`src/design/bps_pkg.sv`:
```
`timescale 1ns / 1ps
// Package for the brew phase sequencer: field widths, operation and phase codes,
// relay bit positions, configuration register indexes and the shared structs.
// No dependencies.
package bps_pkg;

	localparam int TempW   = 12;
	localparam int DurW    = 24;
	localparam int TimeW   = 32;
	localparam int RelayW  = 7;
	localparam int BeepW   = 4;
	localparam int CfgIdxW = 3;

	// Fixed transfer time from pot 2 into pot 3.
	localparam logic [DurW-1:0] TransferBoilMs = 24'd30000;

	localparam logic [BeepW-1:0] BeepNone  = 4'd0;
	localparam logic [BeepW-1:0] BeepPhase = 4'd1;
	localparam logic [BeepW-1:0] BeepDone  = 4'd10;

	typedef enum logic [1:0] {
		OP_PASS  = 2'd0,
		OP_START = 2'd1,
		OP_STOP  = 2'd2
	} op_t;

	typedef enum logic [2:0] {
		PH_IDLE     = 3'd0,
		PH_HEAT1    = 3'd1,
		PH_DRAIN1   = 3'd2,
		PH_MASH     = 3'd3,
		PH_DRAIN2   = 3'd4,
		PH_SPARGE   = 3'd5,
		PH_TRANSFER = 3'd6,
		PH_BOIL     = 3'd7
	} phase_t;

	// Relay bit positions inside the relay word.
	localparam int R_HEAT1  = 0;
	localparam int R_HEAT2  = 1;
	localparam int R_HEAT3  = 2;
	localparam int R_VALVE1 = 3;
	localparam int R_VALVE2 = 4;
	localparam int R_VALVE3 = 5;
	localparam int R_PUMP   = 6;

	// Configuration register indexes.
	localparam logic [CfgIdxW-1:0] CFG_SETPOINT_POT1 = 3'd0;
	localparam logic [CfgIdxW-1:0] CFG_SETPOINT_POT2 = 3'd1;
	localparam logic [CfgIdxW-1:0] CFG_SETPOINT_POT3 = 3'd2;
	localparam logic [CfgIdxW-1:0] CFG_DRAIN_ONE_MS  = 3'd3;
	localparam logic [CfgIdxW-1:0] CFG_MASH_MS       = 3'd4;
	localparam logic [CfgIdxW-1:0] CFG_DRAIN_TWO_MS  = 3'd5;
	localparam logic [CfgIdxW-1:0] CFG_SPARGE_MS     = 3'd6;
	localparam logic [CfgIdxW-1:0] CFG_BOIL_MS       = 3'd7;

	typedef struct packed {
		logic signed [TempW-1:0] setpoint_pot1;
		logic signed [TempW-1:0] setpoint_pot2;
		logic signed [TempW-1:0] setpoint_pot3;
		logic [DurW-1:0]         drain_one_ms;
		logic [DurW-1:0]         mash_ms;
		logic [DurW-1:0]         drain_two_ms;
		logic [DurW-1:0]         sparge_ms;
		logic [DurW-1:0]         boil_ms;
	} cfg_t;

	typedef struct packed {
		phase_t              phase;
		logic                active;
		logic [RelayW-1:0]   relays;
		logic [TimeW-1:0]    deadline;
		logic [TimeW-1:0]    half_deadline;
		logic                mash_started;
	} seq_state_t;

endpackage

```
`src/design/bps_cfg_regs.sv`:
```
`timescale 1ns / 1ps
// Configuration register file of the brew phase sequencer.
// Depends on bps_pkg.
module bps_cfg_regs (
	input  logic                         clk,
	input  logic                         arst_n,
	input  logic                         cfg_we,
	input  logic [bps_pkg::CfgIdxW-1:0]  cfg_index,
	input  logic [bps_pkg::DurW-1:0]     cfg_data,
	output bps_pkg::cfg_t                cfg
);
	import bps_pkg::*;

	cfg_t cfg_q;

	always_ff @(posedge clk or negedge arst_n) begin
		if (!arst_n) begin
			cfg_q.setpoint_pot1 <= 12'sd1040;
			cfg_q.setpoint_pot2 <= 12'sd480;
			cfg_q.setpoint_pot3 <= 12'sd1600;
			cfg_q.drain_one_ms  <= 24'd30000;
			cfg_q.mash_ms       <= 24'd90000;
			cfg_q.drain_two_ms  <= 24'd30000;
			cfg_q.sparge_ms     <= 24'd30000;
			cfg_q.boil_ms       <= 24'd90000;
		end else if (cfg_we) begin
			case (cfg_index)
				CFG_SETPOINT_POT1: cfg_q.setpoint_pot1 <= signed'(cfg_data[TempW-1:0]);
				CFG_SETPOINT_POT2: cfg_q.setpoint_pot2 <= signed'(cfg_data[TempW-1:0]);
				CFG_SETPOINT_POT3: cfg_q.setpoint_pot3 <= signed'(cfg_data[TempW-1:0]);
				CFG_DRAIN_ONE_MS:  cfg_q.drain_one_ms  <= cfg_data;
				CFG_MASH_MS:       cfg_q.mash_ms       <= cfg_data;
				CFG_DRAIN_TWO_MS:  cfg_q.drain_two_ms  <= cfg_data;
				CFG_SPARGE_MS:     cfg_q.sparge_ms     <= cfg_data;
				CFG_BOIL_MS:       cfg_q.boil_ms       <= cfg_data;
				default: ;
			endcase
		end
	end

	assign cfg = cfg_q;

endmodule

```
`src/design/bps_step.sv`:
```
`timescale 1ns / 1ps
// Next-state logic of the brew phase sequencer for one item, phases falling through.
// Depends on bps_pkg.
module bps_step (
	input  logic [1:0]                      operation,
	input  logic [bps_pkg::TimeW-1:0]       now_ms,
	input  logic signed [bps_pkg::TempW-1:0] temp_pot1,
	input  logic signed [bps_pkg::TempW-1:0] temp_pot2,
	input  logic signed [bps_pkg::TempW-1:0] temp_pot3,
	input  bps_pkg::cfg_t                   cfg,
	input  bps_pkg::seq_state_t             cur,
	output bps_pkg::seq_state_t             nxt,
	output logic [bps_pkg::BeepW-1:0]       beep_count
);
	import bps_pkg::*;

	// All deadline candidates are summed in parallel. The carry out of each sum
	// settles both compares against now, since now >= now + d holds exactly when
	// d is zero or the sum wrapped.
	logic [TimeW:0] sum_d1, sum_mash, sum_half, sum_d2, sum_sp, sum_tb, sum_boil;
	logic           ge_d1, ge_d2, ge_sp, ge_tb;
	logic           ge_half, le_mash;
	logic           ge_stored, le_stored, ge_stored_half;
	logic           th1, th2, th3;

	phase_t            ph;
	logic              act, ms, beep_one, beep_end;
	logic [RelayW-1:0] rel;
	logic [TimeW-1:0]  dl, hdl;
	logic              dl_ge, dl_le, hdl_ge;

	assign sum_d1   = {1'b0, now_ms} + (TimeW+1)'(cfg.drain_one_ms);
	assign sum_mash = {1'b0, now_ms} + (TimeW+1)'(cfg.mash_ms);
	assign sum_half = {1'b0, now_ms} + (TimeW+1)'(cfg.mash_ms[DurW-1:1]);
	assign sum_d2   = {1'b0, now_ms} + (TimeW+1)'(cfg.drain_two_ms);
	assign sum_sp   = {1'b0, now_ms} + (TimeW+1)'(cfg.sparge_ms);
	assign sum_tb   = {1'b0, now_ms} + (TimeW+1)'(TransferBoilMs);
	assign sum_boil = {1'b0, now_ms} + (TimeW+1)'(cfg.boil_ms);

	assign ge_d1   = sum_d1[TimeW] || (cfg.drain_one_ms == '0);
	assign ge_d2   = sum_d2[TimeW] || (cfg.drain_two_ms == '0);
	assign ge_sp   = sum_sp[TimeW] || (cfg.sparge_ms == '0);
	assign ge_tb   = sum_tb[TimeW] || (TransferBoilMs == '0);
	assign ge_half = sum_half[TimeW] || (cfg.mash_ms[DurW-1:1] == '0);
	assign le_mash = !sum_mash[TimeW];

	assign ge_stored      = now_ms >= cur.deadline;
	assign le_stored      = cur.deadline >= now_ms;
	assign ge_stored_half = now_ms >= cur.half_deadline;

	assign th1 = cfg.setpoint_pot1 >= temp_pot1;
	assign th2 = cfg.setpoint_pot2 >= temp_pot2;
	assign th3 = cfg.setpoint_pot3 >= temp_pot3;

	// The deadline is carried with its two compare results against now so that
	// a phase entered earlier in the same pass needs no second adder or compare.
	always_comb begin
		ph       = cur.phase;
		act      = cur.active;
		rel      = cur.relays;
		dl       = cur.deadline;
		dl_ge    = ge_stored;
		dl_le    = le_stored;
		hdl      = cur.half_deadline;
		hdl_ge   = ge_stored_half;
		ms       = cur.mash_started;
		beep_one = 1'b0;
		beep_end = 1'b0;

		case (op_t'(operation))
			OP_START: begin
				ph  = PH_HEAT1;
				act = 1'b1;
				ms  = 1'b0;
			end
			OP_STOP: begin
				ph       = PH_IDLE;
				act      = 1'b0;
				rel      = '0;
				beep_one = 1'b1;
			end
			OP_PASS: begin
				if (act) begin
					if (ph == PH_HEAT1) begin
						if (th1) begin
							rel[R_HEAT1] = 1'b1;
						end else begin
							rel[R_HEAT1]  = 1'b0;
							rel[R_VALVE1] = 1'b1;
							ph       = PH_DRAIN1;
							dl       = sum_d1[TimeW-1:0];
							dl_ge    = ge_d1;
							dl_le    = !sum_d1[TimeW];
							beep_one = 1'b1;
						end
					end
					if (ph == PH_DRAIN1 && dl_ge) begin
						rel[R_VALVE1] = 1'b0;
						if (th2) begin
							rel[R_HEAT2] = 1'b1;
						end else begin
							ph       = PH_MASH;
							beep_one = 1'b1;
						end
					end
					if (ph == PH_MASH) begin
						rel[R_VALVE2] = 1'b1;
						rel[R_PUMP]   = 1'b1;
						rel[R_HEAT2]  = th2;
						if (!ms) begin
							dl     = sum_mash[TimeW-1:0];
							dl_ge  = sum_mash[TimeW] || (cfg.mash_ms == '0);
							dl_le  = le_mash;
							hdl    = sum_half[TimeW-1:0];
							hdl_ge = ge_half;
						end
						if (hdl_ge) begin
							rel[R_HEAT1] = th1;
						end
						if (dl_le) begin
							ms = 1'b1;
						end else begin
							rel[R_PUMP]   = 1'b0;
							rel[R_HEAT1]  = 1'b0;
							rel[R_VALVE2] = 1'b0;
							rel[R_HEAT2]  = 1'b0;
							rel[R_VALVE3] = 1'b1;
							ph       = PH_DRAIN2;
							dl       = sum_d2[TimeW-1:0];
							dl_ge    = ge_d2;
							dl_le    = !sum_d2[TimeW];
							beep_one = 1'b1;
						end
					end
					if (ph == PH_DRAIN2 && dl_ge) begin
						rel[R_VALVE1] = 1'b1;
						ph       = PH_SPARGE;
						dl       = sum_sp[TimeW-1:0];
						dl_ge    = ge_sp;
						dl_le    = !sum_sp[TimeW];
						beep_one = 1'b1;
					end
					if (ph == PH_SPARGE && dl_ge) begin
						rel[R_VALVE1] = 1'b0;
						ph       = PH_TRANSFER;
						dl       = sum_tb[TimeW-1:0];
						dl_ge    = ge_tb;
						dl_le    = !sum_tb[TimeW];
						beep_one = 1'b1;
					end
					if (ph == PH_TRANSFER && dl_ge) begin
						rel[R_VALVE3] = 1'b0;
						if (th3) begin
							rel[R_HEAT3] = 1'b1;
						end else begin
							ph       = PH_BOIL;
							dl       = sum_boil[TimeW-1:0];
							dl_ge    = sum_boil[TimeW] || (cfg.boil_ms == '0);
							dl_le    = !sum_boil[TimeW];
							beep_one = 1'b1;
						end
					end
					if (ph == PH_BOIL) begin
						rel[R_HEAT3] = th3;
						if (!dl_le) begin
							rel[R_HEAT3] = 1'b0;
							act      = 1'b0;
							ph       = PH_IDLE;
							beep_end = 1'b1;
						end
					end
				end
			end
			default: ;
		endcase
	end

	always_comb begin
		nxt.phase         = ph;
		nxt.active        = act;
		nxt.relays        = rel;
		nxt.deadline      = dl;
		nxt.half_deadline = hdl;
		nxt.mash_started  = ms;
		if (beep_end) begin
			beep_count = BeepDone;
		end else if (beep_one) begin
			beep_count = BeepPhase;
		end else begin
			beep_count = BeepNone;
		end
	end

endmodule

```
`src/design/brew_phase_sequencer.sv`:
```
`timescale 1ns / 1ps
// Top level of the brew phase sequencer: input register, sequence state, result register.
// Depends on bps_pkg, bps_cfg_regs and bps_step.
//
//  Channel   Handshake            Payload
//  s_        s_tvalid / s_tready  s_tuser operation, s_tdata now_ms and temperatures
//  m_        m_tvalid / m_tready  m_tdata relays, running, phase, beep_count
//  cfg_      cfg_we               cfg_index, cfg_data
//
// One item per clock cycle sustained while the result side is ready; a result is
// offered from the result register once its item moves on from the input register.
// The sequence state is updated as an item leaves the input register for the result
// register, so the next item always sees it. A stalled result holds the input
// register, and the input side stalls only when both registers are full.
// Reset restores the configuration defaults and returns the sequence to idle.
module brew_phase_sequencer (
	input  logic                        clk,
	input  logic                        arst_n,
	input  logic                        s_tvalid,
	output logic                        s_tready,
	input  logic [71:0]                 s_tdata,  // now_ms, temp_pot1, temp_pot2, temp_pot3, zero fill
	input  logic [1:0]                  s_tuser,  // operation
	output logic                        m_tvalid,
	input  logic                        m_tready,
	output logic [15:0]                 m_tdata,  // heater_one, heater_two, heater_three,
	                                              // valve_one, valve_two, valve_three, pump_on,
	                                              // running, phase, beep_count, zero fill
	input  logic                        cfg_we,
	input  logic [bps_pkg::CfgIdxW-1:0] cfg_index,
	input  logic [bps_pkg::DurW-1:0]    cfg_data
);
	import bps_pkg::*;

	cfg_t       cfg;
	seq_state_t state_q, state_nxt;

	logic                     valid_s1;
	logic [1:0]               op_s1;
	logic [TimeW-1:0]         now_s1;
	logic signed [TempW-1:0]  temp1_s1, temp2_s1, temp3_s1;

	logic                     valid_s2;
	logic [15:0]              data_s2;

	logic [BeepW-1:0]         beep;
	logic [15:0]              result;
	logic                     advance;

	assign advance  = valid_s1 && (!valid_s2 || m_tready);
	assign s_tready = !valid_s1 || advance;

	bps_cfg_regs u_cfg (
		.clk       (clk),
		.arst_n    (arst_n),
		.cfg_we    (cfg_we),
		.cfg_index (cfg_index),
		.cfg_data  (cfg_data),
		.cfg       (cfg)
	);

	bps_step u_step (
		.operation  (op_s1),
		.now_ms     (now_s1),
		.temp_pot1  (temp1_s1),
		.temp_pot2  (temp2_s1),
		.temp_pot3  (temp3_s1),
		.cfg        (cfg),
		.cur        (state_q),
		.nxt        (state_nxt),
		.beep_count (beep)
	);

	always_ff @(posedge clk or negedge arst_n) begin
		if (!arst_n) begin
			valid_s1 <= 1'b0;
		end else if (s_tvalid && s_tready) begin
			valid_s1 <= 1'b1;
		end else if (advance) begin
			valid_s1 <= 1'b0;
		end
	end

	always_ff @(posedge clk) begin
		if (s_tvalid && s_tready) begin
			op_s1    <= s_tuser;
			now_s1   <= s_tdata[31:0];
			temp1_s1 <= signed'(s_tdata[43:32]);
			temp2_s1 <= signed'(s_tdata[55:44]);
			temp3_s1 <= signed'(s_tdata[67:56]);
		end
	end

	always_ff @(posedge clk or negedge arst_n) begin
		if (!arst_n) begin
			state_q.phase         <= PH_IDLE;
			state_q.active        <= 1'b0;
			state_q.relays        <= '0;
			state_q.deadline      <= '0;
			state_q.half_deadline <= '0;
			state_q.mash_started  <= 1'b0;
		end else if (advance) begin
			state_q <= state_nxt;
		end
	end

	// Result word packing, lowest field first.
	always_comb begin
		result        = '0;
		result[6:0]   = state_nxt.relays;
		result[7]     = state_nxt.active;
		result[10:8]  = state_nxt.phase;
		result[14:11] = beep;
	end

	always_ff @(posedge clk or negedge arst_n) begin
		if (!arst_n) begin
			valid_s2 <= 1'b0;
		end else if (advance) begin
			valid_s2 <= 1'b1;
		end else if (m_tready) begin
			valid_s2 <= 1'b0;
		end
	end

	always_ff @(posedge clk) begin
		if (advance) begin
			data_s2 <= result;
		end
	end

	assign m_tvalid = valid_s2;
	assign m_tdata  = data_s2;

endmodule
```
`config.mk`:
```
export PLATFORM = sky130hd
export DESIGN_NAME = brew_phase_sequencer
export DESIGN_NICKNAME = d
export VERILOG_FILES = /design/src/design/bps_pkg.sv /design/src/design/bps_cfg_regs.sv /design/src/design/bps_step.sv /design/src/design/brew_phase_sequencer.sv
export SDC_FILE = /design/constraint.sdc
export NUM_CORES = 1
export LEC_CHECK = 0
export ABC_AREA = 0
export BUFFER_PORTS_ARGS = -buffer_cell sky130_fd_sc_hd__buf_4
export CAP_MARGIN = 20
export CORE_MARGIN = 5
export CORE_UTILIZATION = 45
export CTS_CLUSTER_DIAMETER = 120
export CTS_CLUSTER_SIZE = 24
export DETAILED_ROUTE_END_ITERATION = 10
export GPL_ROUTABILITY_DRIVEN = 1
export SKIP_CTS_REPAIR_TIMING = 1
export SYNTH_ARGS = -nofsm -noshare
export SYNTH_HDL_FRONTEND = slang
export SYNTH_SLANG_ARGS = --single-unit
```
`constraint.sdc`:
```
create_clock -name clk -period 3.95 [get_ports clk]
set_input_delay 0 -clock clk [delete_from_list [all_inputs] [get_ports clk]]
set_output_delay 0 -clock clk [all_outputs]
set_load 0.005 [all_outputs]
```
After elaboration in Yosys (flattened, before gate mapping)
Index checks and enable logic that the tools add are counted.
Storage, ports and cells
  register bits after elaboration: 319
  input bits: 106
  output and inout port bits: 18
  word-level logic and storage cells: 216
Operators by class
  add/subtract/negate cells: 7
  $lt $le $gt $ge: 6
  eq/ne operators: 19
  mux-type cells: 118
  bitwise gates (word level): 1
  reduce and logical (&&, ||, !) cells: 42
Operators by type and width (count)
  $mux W32: 9
  $add A32 B24 Y33: 5
  $ge A32 B32 Y1: 3
  $logic_not A24 Y1: 4
  $mux W3: 27
  $mux W1: 74
  $ge A12 B12 Y1: 3
  $add A32 B15 Y33 const B: 1
  $add A32 B23 Y33: 1
  $eq A3 B3 Y1 const B: 8
  $logic_not A23 Y1: 1
  $reduce_and A2 Y1: 8
  $pmux W7 S2: 1
  $eq A3 B2 Y1 const B: 4
  $reduce_and A5 Y1: 2
  $pmux W3 S3: 1
  $logic_not A1 Y1: 8
  $logic_or A1 B1 Y1: 7
  $mux W7: 1
  $eq A3 B1 Y1 const B: 2
  $logic_and A1 B1 Y1: 6
  $reduce_bool A2 Y1: 3
  $mux W2: 2
  $ne A2 B1 Y1 const B: 2
  9 further kinds: 10

Logic depth before layout (Yosys ltp)
  depth after elaboration: 37
  mapped depth: 19
  mapped depth without buffers: 16

Hierarchy
Synthesis repeated with hierarchy kept, for this count alone.
Second synthesis, totals
  cells, all modules: 2620
  area, all modules: 25395.6 um2
By module, submodules not included
  bps_step: instances 1, cells an instance 2026, area each 13700.6 um2, sequential area each 0.0 um2
  bps_cfg_regs: instances 1, cells an instance 338, area each 6099.6 um2, sequential area each 3963.8 um2
  brew_phase_sequencer: instances 1, cells an instance 256, area each 5595.4 um2, sequential area each 4504.3 um2

Worst setup path after synthesis
Ideal clock, no wire load.
  path kind: register to register
  from: register now_s1[1]
  to: register data_s2[8] (netlist: m_tdata[8]) (data pin)
  library setup time: 0.262 ns
  arrival: 3.692 ns
  data required time: 3.688 ns
  path slack: -0.004 ns
  cell stages (with the launch flop): 16
  path buffers: 0
  period minus slack after synthesis: 3.954 ns
  cells stage by stage: edfxtp_1 -> inv_1 -> fa_1 -> nor2b_1 -> o31ai_2 -> a2111oi_4 -> o2111ai_1 -> nand3_2 -> a31o_2 -> nand2_1 -> o21ai_2 -> o211ai_4 -> a221oi_2 -> a21bo_2 -> nor2_8 -> o31ai_2
RTL lines
  start, declared: RTL line brew_phase_sequencer.sv:39  | logic [TimeW-1:0] now_s1;
  start signal, assigned: RTL line brew_phase_sequencer.sv:86  | now_s1 <= s_tdata[31:0];
  end signal, assigned: RTL line brew_phase_sequencer.sv:127  | data_s2 <= result;
  end, declared: RTL line brew_phase_sequencer.sv:43  | logic [15:0] data_s2;

Worst setup path in the final report
  from: register now_s1[11]
  to: register state_q[67] (netlist name)
On the way
  cells in the longest elaborated chain, start to end: 33
  elaborated cells on any way between the ends: 78
  those cells by class: add/sub (6); order compare (2); eq/ne (5); mux (51); reduce/logical (14)
RTL lines
  $add A32 B24 Y33: RTL line bps_step.sv:32  | assign sum_d1 = {1'b0, now_ms} + (TimeW+1)'(cfg.drain_one_ms);
  $logic_or A1 B1 Y1: RTL line bps_step.sv:40  | assign ge_d1 = sum_d1[TimeW] || (cfg.drain_one_ms == '0);
  $mux W1: RTL line bps_step.sv:85  | if (th1) begin
  $mux W1: RTL line bps_step.sv:84  | if (ph == PH_HEAT1) begin
  $mux W1: RTL line bps_step.sv:83  | if (act) begin
  $mux W1: RTL line bps_step.sv:70  | case (op_t'(operation))
  $logic_and A1 B1 Y1: RTL line bps_step.sv:97  | if (ph == PH_DRAIN1 && dl_ge) begin
  $mux W3: RTL line bps_step.sv:97
  (+17 left out)
  $logic_and A1 B1 Y1: RTL line bps_step.sv:151  | if (ph == PH_TRANSFER && dl_ge) begin
  $mux W3 or $mux W1 (tied branches): RTL line bps_step.sv:151
  $mux W3 or $mux W1 (tied branches): RTL line bps_step.sv:83
  $mux W3 or $mux W1 (tied branches): RTL line bps_step.sv:70
  $eq A3 B3 Y1 or $mux W1 (tied branches): RTL line bps_step.sv:163, bps_step.sv:165
  $mux W1 *: RTL line bps_step.sv:163  | if (ph == PH_BOIL) begin
  $mux W7 *: RTL line bps_step.sv:83
  $pmux W7 S2 *: RTL line bps_step.sv:70
  end signal, assigned: RTL line brew_phase_sequencer.sv:102  | state_q <= state_nxt;
  end, declared: RTL line brew_phase_sequencer.sv:35  | seq_state_t state_q, state_nxt;
Every way passes the cells marked *; elsewhere a longest branch is shown, timed or not. The select of a mux whose other input is x is not followed.
A chain may end at the register's enable or synchronous reset.

==> flow_metrics.py <==
metrics = {
    "run_status": {
        "run_status": "finished with violations",
        "violations": "setup timing",
    },
    "logic_synthesis": {
        "async_flop_share_pct": 73.8,
        "synth_edf_count": 83,
        "post-synth-top-area-cell": "dfrtp_1",
        "yosys_warnings": 0,
        "synthFlopType": "dfrtp_1",
        "ys_types": 108,
        "synth_top_area_share_pct": 19.0,
        "ys_top_cells_by_area": "dfrtp_1 19%, ha_1 12%, edfxtp_1 10%",
        "synth_common_cells": "244 x ha_1, 210 x nand2_1, 198 x a21oi_1",
        "yosysMostFrequentCell": "ha_1",
        "synth_cells": 2615,
        "synth_area_um2": 24500,
        "ys_seq_area_share_pct": 34.3,
        "post_synth.cell_area_avg_um2": 9.38,
        "synth-seq-cells": 317,
    },
    "detailed_routing": {
        "drtPass1Iterations": 7,
        "detail-route-antenna-nets": 0,
        "wire_per_inst_um": 23.9,
        "routed_wirelength_um": 98600,
        "viasPerCell": 5.90,
        "vias": 24400,
        "drt_iter0_drc": 1878,
        "drc": 0,
    },
    "sta": {
        "clock.fmax_mhz": 227,
        "final.setup_skew_ps": 20.7,
        "drv_slew": 0,
        "finalSetupViolations": 78,
        "tightest_slew_ps": 922,
        "layout_setup_ws_ps": -449,
        "maxSlewHeadroom_pct": 38.5,
        "tns_ps": -21160,
        "whs_ps": 64.1,
        "rsz0062_at_grt": "yes",
        "period_minus_slack_ps": 4400,
        "hold_violations": 0,
        "timing.final.crit_share_pct": 111,
    },
    "critical_path": {
        "setup.worst_path.start_class": "flop",
        "arrival_ps": 4830,
        "r2r_slack_ps": -450,
        "critPathRequiredTime_ps": 4380,
        "r2r_end": "state_q[67]",
        "worstPathMaxFanout": 7,
        "reg2reg_depth": 18,
        "path_class": "reg2reg",
        "endpoint_kind": "flop",
        "r2r_start": "now_s1[11]",
    },
    "floorplan": {
        "io_pins": 124,
        "row_count": 85,
        "dieWidth_um": 243,
        "die_h_um": 243,
        "coreArea_um2": 53900,
        "die-area_um2": 59300,
        "initial_core_util_pct": 45.5,
    },
    "place": {
        "dp_hpwl_um": 74800,
        "place_ws_ps": -734,
        "gp_congestion": 1.02,
        "io_buffers": 117,
    },
    "min_path": {
        "whs_path_depth": 4,
        "min_to": "u_cfg.cfg[127]",
        "hold_path.class": "in2reg",
        "min-delay-start": "cfg_we",
    },
    "cts": {
        "cts.sinks": 317,
        "path_clk_slew_ps": 100,
        "clock_latency_ps": 560,
        "cts_root_buf": "clkbuf_16",
        "clk_path_buf_depth": 3,
        "cts_tree": "done",
        "cts_made_buffers": 17,
        "htreeDepth": 1,
    },
    "layout": {
        "drive_gt1_share_pct": 35.8,
        "antennaDiodeCount": 0,
        "utilization_pct": 63.3,
        "area_growth_syn_to_layout_pct": 39.3,
        "fillCellCount": 4489,
        "num-nets-final": 3777,
    },
    "global_routing": {
        "grt_pass1_wl_um": 140000,
        "grt-ovfl-total": 0,
        "grt_pass1_vias": 23300,
        "grt_max_degree": 111,
        "globalRouteTotalUtil_pct": 30.3,
        "grt_antenna_before_repair": 0,
    },
    "power": {
        "vdd_drop_max_uv": 370,
        "pwr_density_cell_nw_per_um2": 557,
        "finalPower_mw": 19.0,
        "p_leak_nw": 15.3,
    },
    "flow_run": {
        "cap_viol_max_count": 0,
    },
}
-- cell type report --
type	instances	area, um^2	area share [%]
repair buffers	878	7450	21.8
well taps	696	871	2.55
multi-input cells	2057	16300	47.9
inverters	150	563	1.65
clock buffers	26	490	1.44
clock inverters	4	27.5	0.0806
flip-flops and latches	317	8410	24.6
-- flip-flops by register name (all words and copies together) (netlist names) --
signal and flops:
m_tdata 13, m_tvalid 1, now_s1 32, op_s1 2, state_q 76, temp1_s1 12, temp2_s1 12, temp3_s1 12
u_cfg.cfg 156, valid_s1 1
-- cell usage in the layout (no fill, tap or decap), types with 23 or more instances in the layout --
cell           count
a21o_1            62
a21oi_1          183
buf_4            693
buf_6             51
clkbuf_16         26
dfrtp_1          185
dfstp_2           48
dlygate4sd3_1    102
edfxtp_1          83
ha_1             228
inv_1            145
mux2_2           154
nand2_1          203
nand2b_1          40
nand3_1           41
nand4_1           31
nor2_1           158
nor2b_1           25
nor3_1            35
nor4_1            31
o211ai_1          40
o21a_1            23
o21ai_0          107
o21ai_1           55
o21ai_2           25
xnor2_1           95
xor2_1            72
-- how the worst max path moves through the flow --
stage | startpoint | end | slack (ps) | depth (start not counted)
finish | now_s1[11] | state_q[67] | -450 | 18
floorplan | now_s1[15] | m_tdata[8] | 70 | 14
detailed placement | now_s1[14] | state_q[73] | -730 | 16
CTS | now_s1[14] | state_q[73] | -790 | 16
global route | now_s1[11] | state_q[67] | -600 | 19
global placement | now_s1[14] | state_q[53] | -830 | 17
-- critical path, stage by stage (launching register included) --
cell      delay [ps]
edfxtp_1         560
ha_4             340
nand4_1          200
buf_4            230
nor4_4           330
buf_4            180
nand2_4           50
o211ai_1         280
nor3_4           120
o31ai_4          360
nand2_4          140
o21ai_4          230
o211ai_4         150
buf_6            150
a221oi_4         260
a21bo_4          310
buf_6            130
o211ai_1         160
nand3_1           80
-- routing by layer --
| layer | up-vias | routed length, um | track usage (%) |
|---|---|---|---|
| met1 | 12100 | 41800 | 41.0 |
| met4 | 0 | 4100 | 11.2 |
| met3 | 178 | 6670 | 4.50 |
| li1 | 11300 | - | - |
| met2 | 855 | 46000 | 49.3 |
| met5 | - | 0 | 0 |
-- kinds of logic (layout without fill, tap and decap cells) --
family	after synthesis	in the layout	synth area share, %
buffers and inverters	243	1058	4.03
adders and majority gates	250	250	12.9
AOI/OAI and AO/OA	787	787	21.7
and+or+nand+nor	686	687	13.5
DFF	317	317	34.3
other	1	2	0.0153
muxes	163	163	7.50
xor gates and xnor gates	168	168	6.00
-- power by group --
part	switching, mW	internal, mW	leakage [nW]
logic	6.35	5.79	11.5
registers	0.604	4.23	3.57
clock network	1.17	0.880	0.250
total	8.12	10.9	15.3
-- metrics by stage --
| stage | instance area [um^2] | std cells |
|---|---|---|
| finish | 34200 | 4128 |
| floorplan | 24500 | 2616 |
| global route | 34200 | 4128 |
| CTS | 30800 | 3926 |
| detailed placement | 30200 | 3896 |
| global placement | 30200 | 3896 |
(Power assumes the default switching activity.)
